--- src/hdl/lfid_pkg.sv ---
// Package for the lowest-free identifier allocator.
// Sizes, request and response words, status codes and sequencer states.
// No dependencies.
package lfid_pkg;

  // Sizing; WORD_BITS must be a power of two
  localparam int ID_CAPACITY = 4096;
  localparam int WORD_BITS   = 64;
  localparam int NWORDS      = (ID_CAPACITY + WORD_BITS - 1) / WORD_BITS;

  localparam int ID_W      = 13;
  localparam int STATUS_W  = 2;
  localparam int BIT_W     = (WORD_BITS > 1) ? $clog2(WORD_BITS) : 1;
  localparam int WIDX_W    = (NWORDS > 1) ? $clog2(NWORDS) : 1;
  localparam int CAP_W     = $clog2(ID_CAPACITY + 1);
  localparam int CMP_W     = ((ID_W > CAP_W) ? ID_W : CAP_W) + 1;
  localparam int ENC_W     = (NWORDS > WORD_BITS) ? NWORDS : WORD_BITS;
  localparam int ENC_IDX_W = (ENC_W > 1) ? $clog2(ENC_W) : 1;

  localparam logic [STATUS_W-1:0] STAT_ALLOC   = 2'd0;
  localparam logic [STATUS_W-1:0] STAT_EMPTY   = 2'd1;
  localparam logic [STATUS_W-1:0] STAT_FREED   = 2'd2;
  localparam logic [STATUS_W-1:0] STAT_IGNORED = 2'd3;

  localparam logic KIND_ALLOC = 1'b0;
  localparam logic KIND_FREE  = 1'b1;

  typedef struct packed {
    logic            kind;
    logic [ID_W-1:0] id_value;
  } req_t;

  typedef struct packed {
    logic [ID_W-1:0]     granted_id;
    logic [STATUS_W-1:0] status;
  } rsp_t;

  // Control from the sequencer to the bitmap store
  typedef struct packed {
    logic              rd_en;
    logic [WIDX_W-1:0] rd_addr;
    logic              wr_en;
    logic [WIDX_W-1:0] wr_addr;
  } map_ctl_t;

  typedef enum logic [1:0] {
    S_IDLE,
    S_FIND,
    S_WRITE
  } seq_state_t;

endpackage

--- src/hdl/lfid_lzenc.sv ---
// Lowest-zero finder shared by the summary search and the word search.
// Combinational; depends on lfid_pkg.
module lfid_lzenc (
  input  logic [lfid_pkg::ENC_W-1:0]     vec,
  output logic                           found,
  output logic [lfid_pkg::ENC_IDX_W-1:0] idx,
  output logic [lfid_pkg::ENC_W-1:0]     onehot
);
  import lfid_pkg::*;

  logic [ENC_W-1:0] inv;

  always_comb begin
    inv    = ~vec;
    // isolate the lowest set bit of the inverted word
    onehot = inv & (~inv + ENC_W'(1));
    found  = |inv;
    idx    = '0;
    for (int i = 0; i < ENC_W; i++) begin
      if (onehot[i]) begin
        idx = idx | ENC_IDX_W'(i);
      end
    end
  end

endmodule

--- config.mk ---
export PLATFORM = sky130hd
export DESIGN_NAME = lfid_lzenc
export DESIGN_NICKNAME = d
export VERILOG_FILES = /design/src/hdl/lfid_pkg.sv /design/src/hdl/lfid_lzenc.sv
export SDC_FILE = /design/constraint.sdc
export NUM_CORES = 1
export LEC_CHECK = 0
export BUFFER_PORTS_ARGS = -buffer_cell sky130_fd_sc_hd__buf_2
export CORE_ASPECT_RATIO = 1.25
export CORE_MARGIN = 3
export CORE_UTILIZATION = 30
export DETAILED_ROUTE_END_ITERATION = 10
export PLACE_DENSITY = 0.66
export SYNTH_ARGS = -nofsm -noshare
export SYNTH_HDL_FRONTEND = slang
export SYNTH_SLANG_ARGS = --single-unit
--- constraint.sdc ---
create_clock -name vclk -period 2.7
set_clock_uncertainty 0.05 [all_clocks]
set_input_delay 0.27 -clock vclk [all_inputs]
set_output_delay 0.27 -clock vclk [all_outputs]
set_load 0.005 [all_outputs]
* Word level (Yosys, flattened, before mapping)
Cells that the tools add are included.
** Operators by class
- Add/subtract/negate cells :: 1
- Mux-type cells :: 63
- Bitwise gates (word level) :: 3
- Reductions and logical operators :: 1
** Operators with widths (number)
- 6-bit 2-to-1 mux :: 32
- 64-bit inverter :: 2
- 5-bit 2-to-1 mux :: 16
- 64-bit by 1-bit adder with 64-bit output, second input constant :: 1
- 64-bit bitwise AND :: 1
- 64-bit OR reduction :: 1
- 4-bit 2-to-1 mux :: 8
- 3-bit 2-to-1 mux :: 4
- 2-bit 2-to-1 mux :: 2
- 1-bit 2-to-1 mux :: 1
** Storage, ports and cells
- Register bits :: 0
- Input bits :: 64
- Output and inout bits :: 71
- Word-level logic and storage cells :: 68

* Logic depth before layout (Yosys ltp)
- Depth in word-level cells :: 67
- Depth in mapped cells :: 9
- Gate-level depth less buffers :: 7

* Worst setup path after synthesis
OpenSTA, ideal clock, no wires.
- Path type :: input to output
- From :: input vec[4] in the netlist's numbering
- To :: output idx[4] in the netlist's numbering
- Arrival :: 2.287 ns
- Required time :: 2.380 ns
- Path slack :: 0.093 ns
- Stages :: 8
- Path buffers :: 1
- Cells stage by stage :: nand3_1 -> or4_4 -> or4_4 -> buf_6 -> nor4_4 -> or3_1 -> nand4bb_1 -> nand4b_1
** Between the ends
- Elaborated cells between the ends (all ways) :: 52
- Those cells by class :: add/sub: 1; mux: 48; bitwise: 3
** RTL lines
- start, declared :: line lfid_lzenc.sv:4 : input logic [lfid_pkg::ENC_W-1:0] vec,
- 64-bit inverter :: line lfid_lzenc.sv:14 : inv = ~vec;
- 64-bit inverter :: line lfid_lzenc.sv:16 : onehot = inv & (~inv + ENC_W'(1));
- 64-bit by 1-bit adder with 64-bit output :: line lfid_lzenc.sv:16
- 64-bit bitwise AND :: line lfid_lzenc.sv:16
- named net onehot (one bit) :: line lfid_lzenc.sv:7 : output logic [lfid_pkg::ENC_W-1:0] onehot
- 6-bit 2-to-1 mux (2 in a row) :: line lfid_lzenc.sv:20 : if (onehot[i]) begin
- end, declared :: line lfid_lzenc.sv:6 : output logic [lfid_pkg::ENC_IDX_W-1:0] idx,
The timed path passes the listed nets, and every way through them passes these cells.

* Final worst setup path
- From :: input vec[13] in the netlist's numbering
- To :: output idx[4] in the netlist's numbering
** Between the ends
- Word-level cells in the longest chain between the ends :: 52
** Ends and longest elaborated chain (line)
- 64-bit inverter (*) :: lfid_lzenc.sv:14
- 64-bit inverter (*) :: lfid_lzenc.sv:16
- 64-bit by 1-bit adder with 64-bit output (*) :: lfid_lzenc.sv:16
- 64-bit bitwise AND (*) :: lfid_lzenc.sv:16
- 5-bit 2-to-1 mux (16 in a row) :: lfid_lzenc.sv:20
- 6-bit 2-to-1 mux (31 in a row) :: lfid_lzenc.sv:20
- 6-bit 2-to-1 mux (*) :: lfid_lzenc.sv:20
Mark *: on every way between the ends. The rest lies on a longest branch, timed or not.

==> flow_summary.ini <==
[sta]
final_max_slew_viol_count = 0
setup_tns_ns = 0
max_freq_mhz = 373.7
min_period_over_period_pct = 99.10
relSlewSlack_pct = 60.79
setup_viol = 0
rsz0062_at_grt = yes
hold_viol = 0
worst_pin_slew_ns = 0.5828
period_needed_ns = 2.676

[die]
start_util_pct = 31.50
die_area_sq_um = 5972
dieWidth_um = 69.72
rows = 28
fp.coreArea_sq_um = 4835
die_h_um = 85.66
ios = 135

[worst_setup_path]
cp_data_required_time_ns = 2.38
critical_path.startpoint_type = input port
cp_top_family = simple AND/OR/NAND/NOR gates
cp_max_fo = 5
crit_top_cell = or4_4
worst-path-buf-inv = 2
crit_arrival_ns = 2.36
crit_type = input port to output port
slowest_stage = or4_4
worstPathCellList = buf_8 > nand3_4 > or4_4 > or4_4 > nor4_4 > nor3_2 > nand4bb_1 > nand4b_1 > buf_2
critPathMaxStageDelay_ns = 0.56
crit_cells = 9
cp-end-kind = output port

[finish]
syn_to_final_growth_pct = 109.1
register_area_sq_um = 0
clkbuf_count = 0
nets = 537
seq_cell_count = 0
drive_gt1_share_pct = 56.05
diodes = 0

[placement]
dp_hpwl_mm = 7.774
gp_congestion = 1.092
port-buffer-count = 135

[detailed_routing]
drt_pass1_iterations = 5
detail_route.drc_violations = 0
vias = 3143
via_per_inst = 5.919
wl_per_cell_um = 17.43
ant_nets = 0
wl_mm = 9.255
drtIter0Drc = 189

[power_and_ir_drop]
leakage_nw = 1.604
power.density_nw_per_um2 = 68.34
peakVddDrop_v = 0.00003950
finalPower_mw = 0.2176

[grt]
grt_pass1_vias = 2945
grtUsageMet1_pct = 33.12
gr-usage-met3_pct = 4.338
grt_first_pass_wirelength_mm = 14.08
grt_antenna_before_repair = 0
grt_max_degree = 14
grt-busiest-layer = met2
met2_usage_pct = 52.34
grt.total_usage_pct = 28.20
grt_overflow = 0

[worst_hold_path]
hold_path_class = input port to output port
hold_depth = 3

[logic_synthesis]
synth_nets = 310
syn_inst = 246
yosysWarnings = 0
netlist_area_sq_um = 1523
syn_avg_cell_area_sq_um = 6.190
synth-seq-area-share_pct = 0
yosys.cell_types.count = 43

[status]
status = completed

[clocking]
cts_hold_buffers = 0

[run]
maxCapViolations = 0
logic make-up (layout without fill, tap and decap cells):
group,count (synthesis),after routing,synth area share (%)
AND/OR/NAND/NOR,210,210,84.96
buffers and inverters,13,238,3.698
AO/OA/AOI/OAI,23,23,11.34
layer usage:
metal	part of all wire (%)	wire, um
met1	39	3586
met2	49	4501
met3	8.3	767
met4	4.3	399
met5	0	0
Yosys cell counts, types with 3 or more instances:
master | n | area, sq um
nor3_1 | 32 | 160.2
nor2_1 | 27 | 101.4
nor4_1 | 26 | 162.7
nand2_1 | 22 | 82.58
nand4_1 | 19 | 118.9
nand3_1 | 16 | 80.08
and4_1 | 11 | 96.34
or3_1 | 8 | 50.05
inv_1 | 7 | 26.28
nand3b_1 | 7 | 52.55
nand4b_1 | 6 | 52.55
or4_1 | 6 | 45.04
clkbuf_1 | 5 | 18.77
nand2b_1 | 5 | 31.28
nor3b_1 | 5 | 37.54
a211oi_1 | 3 | 22.52
a21oi_1 | 3 | 15.01
o21ai_0 | 3 | 15.01
cell type report:
cell class | count | area (sq um)
Inverter | 7 | 26.28
Tap cell | 60 | 75.07
Timing Repair Buffer | 231 | 1480
Multi-Input combinational cell | 233 | 1603
Fill cell | 446 | 1650
per-stage QoR:
step / hold WS [ns] / instances / area (sq um) / setup WS, ns / utilization, %
final: 0.7417 / 531 / 3184 / 0.02422 / 65.86
after global routing: 0.7631 / 531 / 3184 / -0.07874 / 65.86
after CTS: 0.7805 / 528 / 2975 / -0.03119 / 61.54
after detailed placement: 0.7768 / 528 / 2942 / -0.1311 / 60.84
after global placement: 0.7763 / 528 / 2942 / -0.1192 / 60.84
after floorplan: 0.5211 / 246 / 1523 / 0.09311 / -
path summary, 6_finish.rpt:
path                         to  startpoint  slack (ns)
worst max-delay path     idx[4]     vec[13]        0.02
worst min-delay path  onehot[0]      vec[0]        0.74
report_power, final:
| part | switching, mW | leakage, nW | internal [mW] |
|---|---|---|---|
| combinational | 0.110 | 1.60 | 0.108 |
| sequential | 0 | 0 | 0 |
| clock | 0 | 0 | 0 |
cells in the final DEF, fill, tap and decap left out, drive strengths merged, types with 5 or more instances in the layout:
cell    count
nor3b       5
nand3b      7
and4       11
nand2b      5
or4         8
nand4      20
inv         7
nand4b      6
nand3      17
buf       231
nor4       29
nand2      22
or3         8
nor2       27
nor3       33
repair_timing:
action / CTS / global route
resized for setup: 7 / 41
setup buffers: 0 / 3
pin swaps: 3 / 4
setup endpoints to repair: 6 / 6
No activity file was read; power rests on OpenSTA's default activity.
