`src/hdl/lfid_pkg.sv`:
```
// Package for the lowest-free identifier allocator.
// Sizes, request and response words, status codes and sequencer states.
// No dependencies.
package lfid_pkg;

  // Sizing; WORD_BITS must be a power of two
  localparam int ID_CAPACITY = 4096;
  localparam int WORD_BITS   = 64;
  localparam int NWORDS      = (ID_CAPACITY + WORD_BITS - 1) / WORD_BITS;

  localparam int ID_W      = 13;
  localparam int STATUS_W  = 2;
  localparam int BIT_W     = (WORD_BITS > 1) ? $clog2(WORD_BITS) : 1;
  localparam int WIDX_W    = (NWORDS > 1) ? $clog2(NWORDS) : 1;
  localparam int CAP_W     = $clog2(ID_CAPACITY + 1);
  localparam int CMP_W     = ((ID_W > CAP_W) ? ID_W : CAP_W) + 1;
  localparam int ENC_W     = (NWORDS > WORD_BITS) ? NWORDS : WORD_BITS;
  localparam int ENC_IDX_W = (ENC_W > 1) ? $clog2(ENC_W) : 1;

  localparam logic [STATUS_W-1:0] STAT_ALLOC   = 2'd0;
  localparam logic [STATUS_W-1:0] STAT_EMPTY   = 2'd1;
  localparam logic [STATUS_W-1:0] STAT_FREED   = 2'd2;
  localparam logic [STATUS_W-1:0] STAT_IGNORED = 2'd3;

  localparam logic KIND_ALLOC = 1'b0;
  localparam logic KIND_FREE  = 1'b1;

  typedef struct packed {
    logic            kind;
    logic [ID_W-1:0] id_value;
  } req_t;

  typedef struct packed {
    logic [ID_W-1:0]     granted_id;
    logic [STATUS_W-1:0] status;
  } rsp_t;

  // Control from the sequencer to the bitmap store
  typedef struct packed {
    logic              rd_en;
    logic [WIDX_W-1:0] rd_addr;
    logic              wr_en;
    logic [WIDX_W-1:0] wr_addr;
  } map_ctl_t;

  typedef enum logic [1:0] {
    S_IDLE,
    S_FIND,
    S_WRITE
  } seq_state_t;

endpackage

```
`src/hdl/lfid_map.sv`:
```
// Used bitmap store: word memory with registered read, per-word valid bits
// and the full-word summary. Depends on lfid_pkg.
module lfid_map (
  input  logic                            clk,
  input  logic                            rst,
  input  lfid_pkg::map_ctl_t              ctl,
  input  logic [lfid_pkg::WORD_BITS-1:0]  wr_word,
  output logic [lfid_pkg::WORD_BITS-1:0]  rd_word,
  output logic [lfid_pkg::NWORDS-1:0]     summary
);
  import lfid_pkg::*;

  logic [WORD_BITS-1:0] mem [NWORDS];
  logic [WORD_BITS-1:0] rd_data;
  logic [NWORDS-1:0]    word_valid;
  logic                 rd_valid;

  always_ff @(posedge clk) begin
    if (ctl.wr_en) begin
      mem[ctl.wr_addr] <= wr_word;
    end
    if (ctl.rd_en) begin
      rd_data <= mem[ctl.rd_addr];
    end
  end

  always_ff @(posedge clk) begin
    if (rst) begin
      word_valid <= '0;
      summary    <= '0;
      rd_valid   <= 1'b0;
    end else begin
      if (ctl.wr_en) begin
        word_valid[ctl.wr_addr] <= 1'b1;
        summary[ctl.wr_addr]    <= &wr_word;
      end
      if (ctl.rd_en) begin
        rd_valid <= word_valid[ctl.rd_addr];
      end
    end
  end

  // a word never written reads as all free
  assign rd_word = rd_valid ? rd_data : '0;

endmodule
```
`config.mk`:
```
export PLATFORM = sky130hd
export DESIGN_NAME = lfid_map
export DESIGN_NICKNAME = d
export VERILOG_FILES = /design/src/hdl/lfid_pkg.sv /design/src/hdl/lfid_map.sv
export SDC_FILE = /design/constraint.sdc
export NUM_CORES = 2
export LEC_CHECK = 0
export BUFFER_PORTS_ARGS = -buffer_cell sky130_fd_sc_hd__buf_2
export CAP_MARGIN = 10
export CORE_MARGIN = 2
export CORE_UTILIZATION = 40
export CTS_CLUSTER_DIAMETER = 40
export DETAILED_ROUTE_END_ITERATION = 10
export MAX_ROUTING_LAYER = met4
export PLACE_DENSITY = 0.66
export SLEW_MARGIN = 20
export SYNTH_ARGS = -nofsm -noshare
export SYNTH_HDL_FRONTEND = slang
export SYNTH_SLANG_ARGS = --single-unit
```
`constraint.sdc`:
```
create_clock -name clk -period 8.4 [get_ports clk]
set_input_delay 1.68 -clock clk [delete_from_list [all_inputs] [get_ports clk]]
set_output_delay 1.68 -clock clk [all_outputs]
set_load 0.01 [all_outputs]
```
# Word-level counts from Yosys, hierarchy flattened
# Memories as Yosys holds them, arrays and structs flattened. A register that Yosys moved wholly into a read port is not among the register bits.
# Cells that the tools add are included.
word_totals:
  ff_bits: 129
  wordCells: 18
  out_inout_bits: 128
  mem_bits_rw: 4096
  mem_count: 1
  input_bits: 80
classes:
  n_mux: 8
  n_bitwise: 1
  n_reduce_logical: 2
  order_cmp: 3
memory_table:
  columns: ["memory", "depth", "width", "read_ports", "rd_ports_with_merged_regs", "write_ports", "line", "source"]
  rows:
  - ["mem", 64, 64, 1, 1, 1, "lfid_map.sv:13", "logic [WORD_BITS-1:0] mem [NWORDS];"]
ops:
  columns: ["op", "count"]
  rows:
  - ["64-bit bitwise mux", 1]
  - ["64-bit two-way mux", 1]
  - ["64-bit OR", 1]
  - ["64-bit AND reduction", 1]
  - ["6-bit by 7-bit < comparator with 1-bit output (second input constant)", 2]
  - ["1-bit binary-select mux with 6-bit select", 1]
  - ["1-bit demux with 6-bit select", 1]
  - ["6-bit by 1-bit >= comparator with 1-bit output (second input constant)", 1]
  - ["1-bit two-way mux", 4]
  - ["1-bit logical AND", 1]

# Depth between registers and ports, before layout
logic_depth:
  word_depth: 5
  mapped_depth: 10
  depth_no_buf: 5

# Least setup slack after synthesis
# No wires, ideal clock.
synth_timing:
  path_kind: "input port to flip-flop"
  from: "input port ctl[3] (netlist bit)"
  to: "memory mem[32][0] (enable)"
  required_time_ns: 7.911
  stages: 4
  path_buffers: 2
  arrival_ns: 5.217
  setup_ns: 0.489
  setup_slack_ns: 2.693
  path_cell_list: "or3b_2 -> clkbuf_1 -> clkbuf_1 -> nor2_1"
synth_rtl:
  columns: ["element", "line", "source"]
  rows:
  - ["start, declared", "lfid_map.sv:6", "input lfid_pkg::map_ctl_t ctl,"]
  - ["end, declared", "lfid_map.sv:13", null]
# No word-level cell before the write port.

# Final worst setup path
layout_timing:
  from: "register rd_valid"
  to: "output port rd_word[9] (netlist bit)"
layout_via:
  elab_chain_len: 1
layout_rtl:
  columns: ["element", "line", "source"]
  rows:
  - ["start, declared", "lfid_map.sv:16", "logic rd_valid;"]
  - ["start signal, assigned", "lfid_map.sv:38", "rd_valid <= word_valid[ctl.rd_addr];"]
  - ["64-bit two-way mux", "lfid_map.sv:44", "assign rd_word = rd_valid ? rd_data : '0;"]
  - ["end, declared", "lfid_map.sv:8", "output logic [lfid_pkg::WORD_BITS-1:0] rd_word,"]
# Every way passes these cells.

==> flow_metrics.tcl <==
set metrics [dict create \
    status "complete, no violations" \
    wl_um 457000 \
    grt_pass1_wl_um 627000 \
    synth_flop_cell "edfxtp_1" \
    ff2ff_path_depth 3 \
    yosys_warnings 0 \
    regArea_um2 128000 \
    tightest_slew_ns 1.15 \
    r2r_start "mem[23][32]" \
    maxCapViolCount 0 \
    multi_input_area_um2 33600 \
    powerDensity_nw_per_um2 254 \
    end_kind "output port" \
    placed_area_um2 171000 \
    crit_type "reg -> out" \
    finalSetupTns_ns 0 \
    start_util_pct 40.2 \
    die_w_um 640 \
    gp_congestion 0.783 \
    cellLeakagePower_nw 58.6 \
    netlist.area_leader.share_pct 77.1 \
    startpoint_type "register" \
    async_flop_share_pct 0 \
    syn_area_um2 162000 \
    setup_viol 0 \
    grt_pass1_vias 78202 \
    cp-startpoint "rd_valid" \
    fmax_ghz 0.204 \
    fillCellCount 32203 \
    wl_per_cell_um 35.2 \
    synth_most_common_cell "edfxtp_1" \
    utilization_pct 46.9 \
    worstPathRequired_ns 6.72 \
    netlist_instances 6530 \
    cts-root-buf "clkbuf_16" \
    coreArea_um2 403000 \
    synth_edf_count 4160 \
    ys_top_cells_by_area "edfxtp_1, mux4_2, dfxtp_1" \
    drt_iter0_drc 13144 \
    port_buffers 207 \
    rsz0062_at_grt "no" \
    cts_tree "built" \
    place_hpwl_um 201000 \
    yosys.area.top_type "edfxtp_1" \
    post_cts_buffers 0 \
    final_hold_viol_count 0 \
    max-slew-margin-rel_pct 23.5 \
    postLayoutCellArea_um2 189000 \
    clkLatencyLatePin_ns 1.02 \
    synth_area_per_cell_um2 24.8 \
    grtUsageTotal_pct 22.7 \
    finalCritPeriodShare_pct 58.4 \
    row_count 233 \
    worstPathMaxFanout 34 \
    antenna_found_initial 46 \
    drive_gt1_share_pct 35.2 \
    drtPass1Iterations 5 \
    p_total_mw 48.0 \
    synth_cell_type_count 33 \
    cts_made_buffers 519 \
    finClkSkew_ns 0.0452 \
    die_h_um 640 \
    clk_path_buf_depth 4 \
    place_ws_ns 3.14 \
    crit_arrival_ns 3.22 \
    clkSinkCount 4289 \
    maxSlewViolCount 0 \
    r2r-end "rd_data[32]" \
    die_area_um2 410000 \
    vias 78794 \
    drcViolationCount 0 \
    postSynthNetCount 6610 \
    syn2layout_area_growth_pct 16.6 \
    postRouteAntennaNets 0 \
    grt_max_degree 137 \
    min_path_type "reg -> reg" \
    synth_common_cells "edfxtp_1, mux4_2, clkbuf_1, nor2_1, dfxtp_1" \
    fin_crit_ns 4.90 \
    rrSetupSlack_ns 6.07 \
    ys_ff_latch 4289 \
    htree_levels 6 \
    ctsResizeCount 0 \
    layout.nets 7191 \
    grt_overflow 0 \
    setup_slack_ns 3.50 \
    io_pins 208 \
    clk_pin_slew_worst_paths_ns 0.06 \
    yosysSeqAreaShare_pct 78.7 \
    crit_end "rd_word[9]" \
    ir_drop_mv 0.207 \
    cts.hold.buffers_added 0 \
    viasPerCell 6.08 \
]
## how the worst min path moves through the flow
stage,cells past startpoint,from,slack (ns),endpoint
finish,2,word_valid[52],0.47,word_valid[52]
global route,2,word_valid[15],0.49,word_valid[15]
floorplan,2,word_valid[40],0.43,word_valid[40]
CTS,2,word_valid[30],0.47,word_valid[30]
global placement,2,word_valid[62],0.44,word_valid[62]
detailed placement,2,word_valid[36],0.45,word_valid[36]
## metal layers
layer | track usage, % | wire (um) | vias up
li1 | - | - | 29616
met2 | 34.9 | 218000 | 5249
met5 | - | 0 | -
met4 | 6.05 | 13000 | 0
met3 | 4.16 | 51900 | 823
met1 | 31.4 | 174000 | 43106
## area by class of cell
type                            count  share of cell area, %
Tap cell                         5405                   3.58
Clock buffer                      600                   7.18
Sequential cell                  4289                   67.5
Antenna cell                       28                 0.0371
Timing Repair Buffer              413                   1.94
Clock inverter                    336                   2.01
Inverter                            2                0.00397
Multi-Input combinational cell   1886                   17.8
## report_power, final
group,internal [mW],total [mW],switching (mW),leakage [nW]
Clock,13.2,22.3,9.09,8.36
Sequential,23.7,23.7,0.0820,38.5
Combinational,0.826,1.93,1.10,11.7
## placed cells by master (no fill, tap or decap), types with 46 or more instances in the layout
cell type,netlist,layout
a21oi_1,66,66
and2_1,64,64
buf_12,0,76
buf_2,84,196
buf_4,0,132
bufinv_16,0,47
clkbuf_1,209,65
clkbuf_16,0,529
clkinv_1,0,67
clkinv_2,0,61
dfxtp_1,129,128
edfxtp_1,4160,4160
inv_6,0,46
mux4_2,1356,1356
nand2_1,72,72
nor2_1,196,132
nor2_4,0,64
o21ai_0,64,64
## state kept, by name, summed over array words and instances (netlist names)
name	count
word_valid	64
rd_valid	1
mem	4096
summary	64
rd_data	64
## kinds of logic (layout without fill, tap and decap cells)
logic type / Yosys count / count (layout) / synth area share [%]
AO/OA/AOI/OAI: 142 / 142 / 0.456
buffers and inverters: 355 / 1351 / 0.892
flip-flops: 4289 / 4289 / 78.7
multiplexers: 1362 / 1362 / 18.9
other: 0 / 28 / 0
AND/OR/NAND/NOR: 382 / 382 / 1.06
## stage by stage
step	instances	hold slack [ns]
global placement	11989	0.443
CTS	12930	0.467
finish	12959	0.469
floorplan	6530	0.432
global route	12947	0.487
detailed placement	11994	0.454
## critical path: stages (launching register included)
cell and delay [ns]:
dfxtp_4 0.82, buf_4 0.72, and2_1 0.42, buf_2 0.20
(Power assumes the default switching activity.)
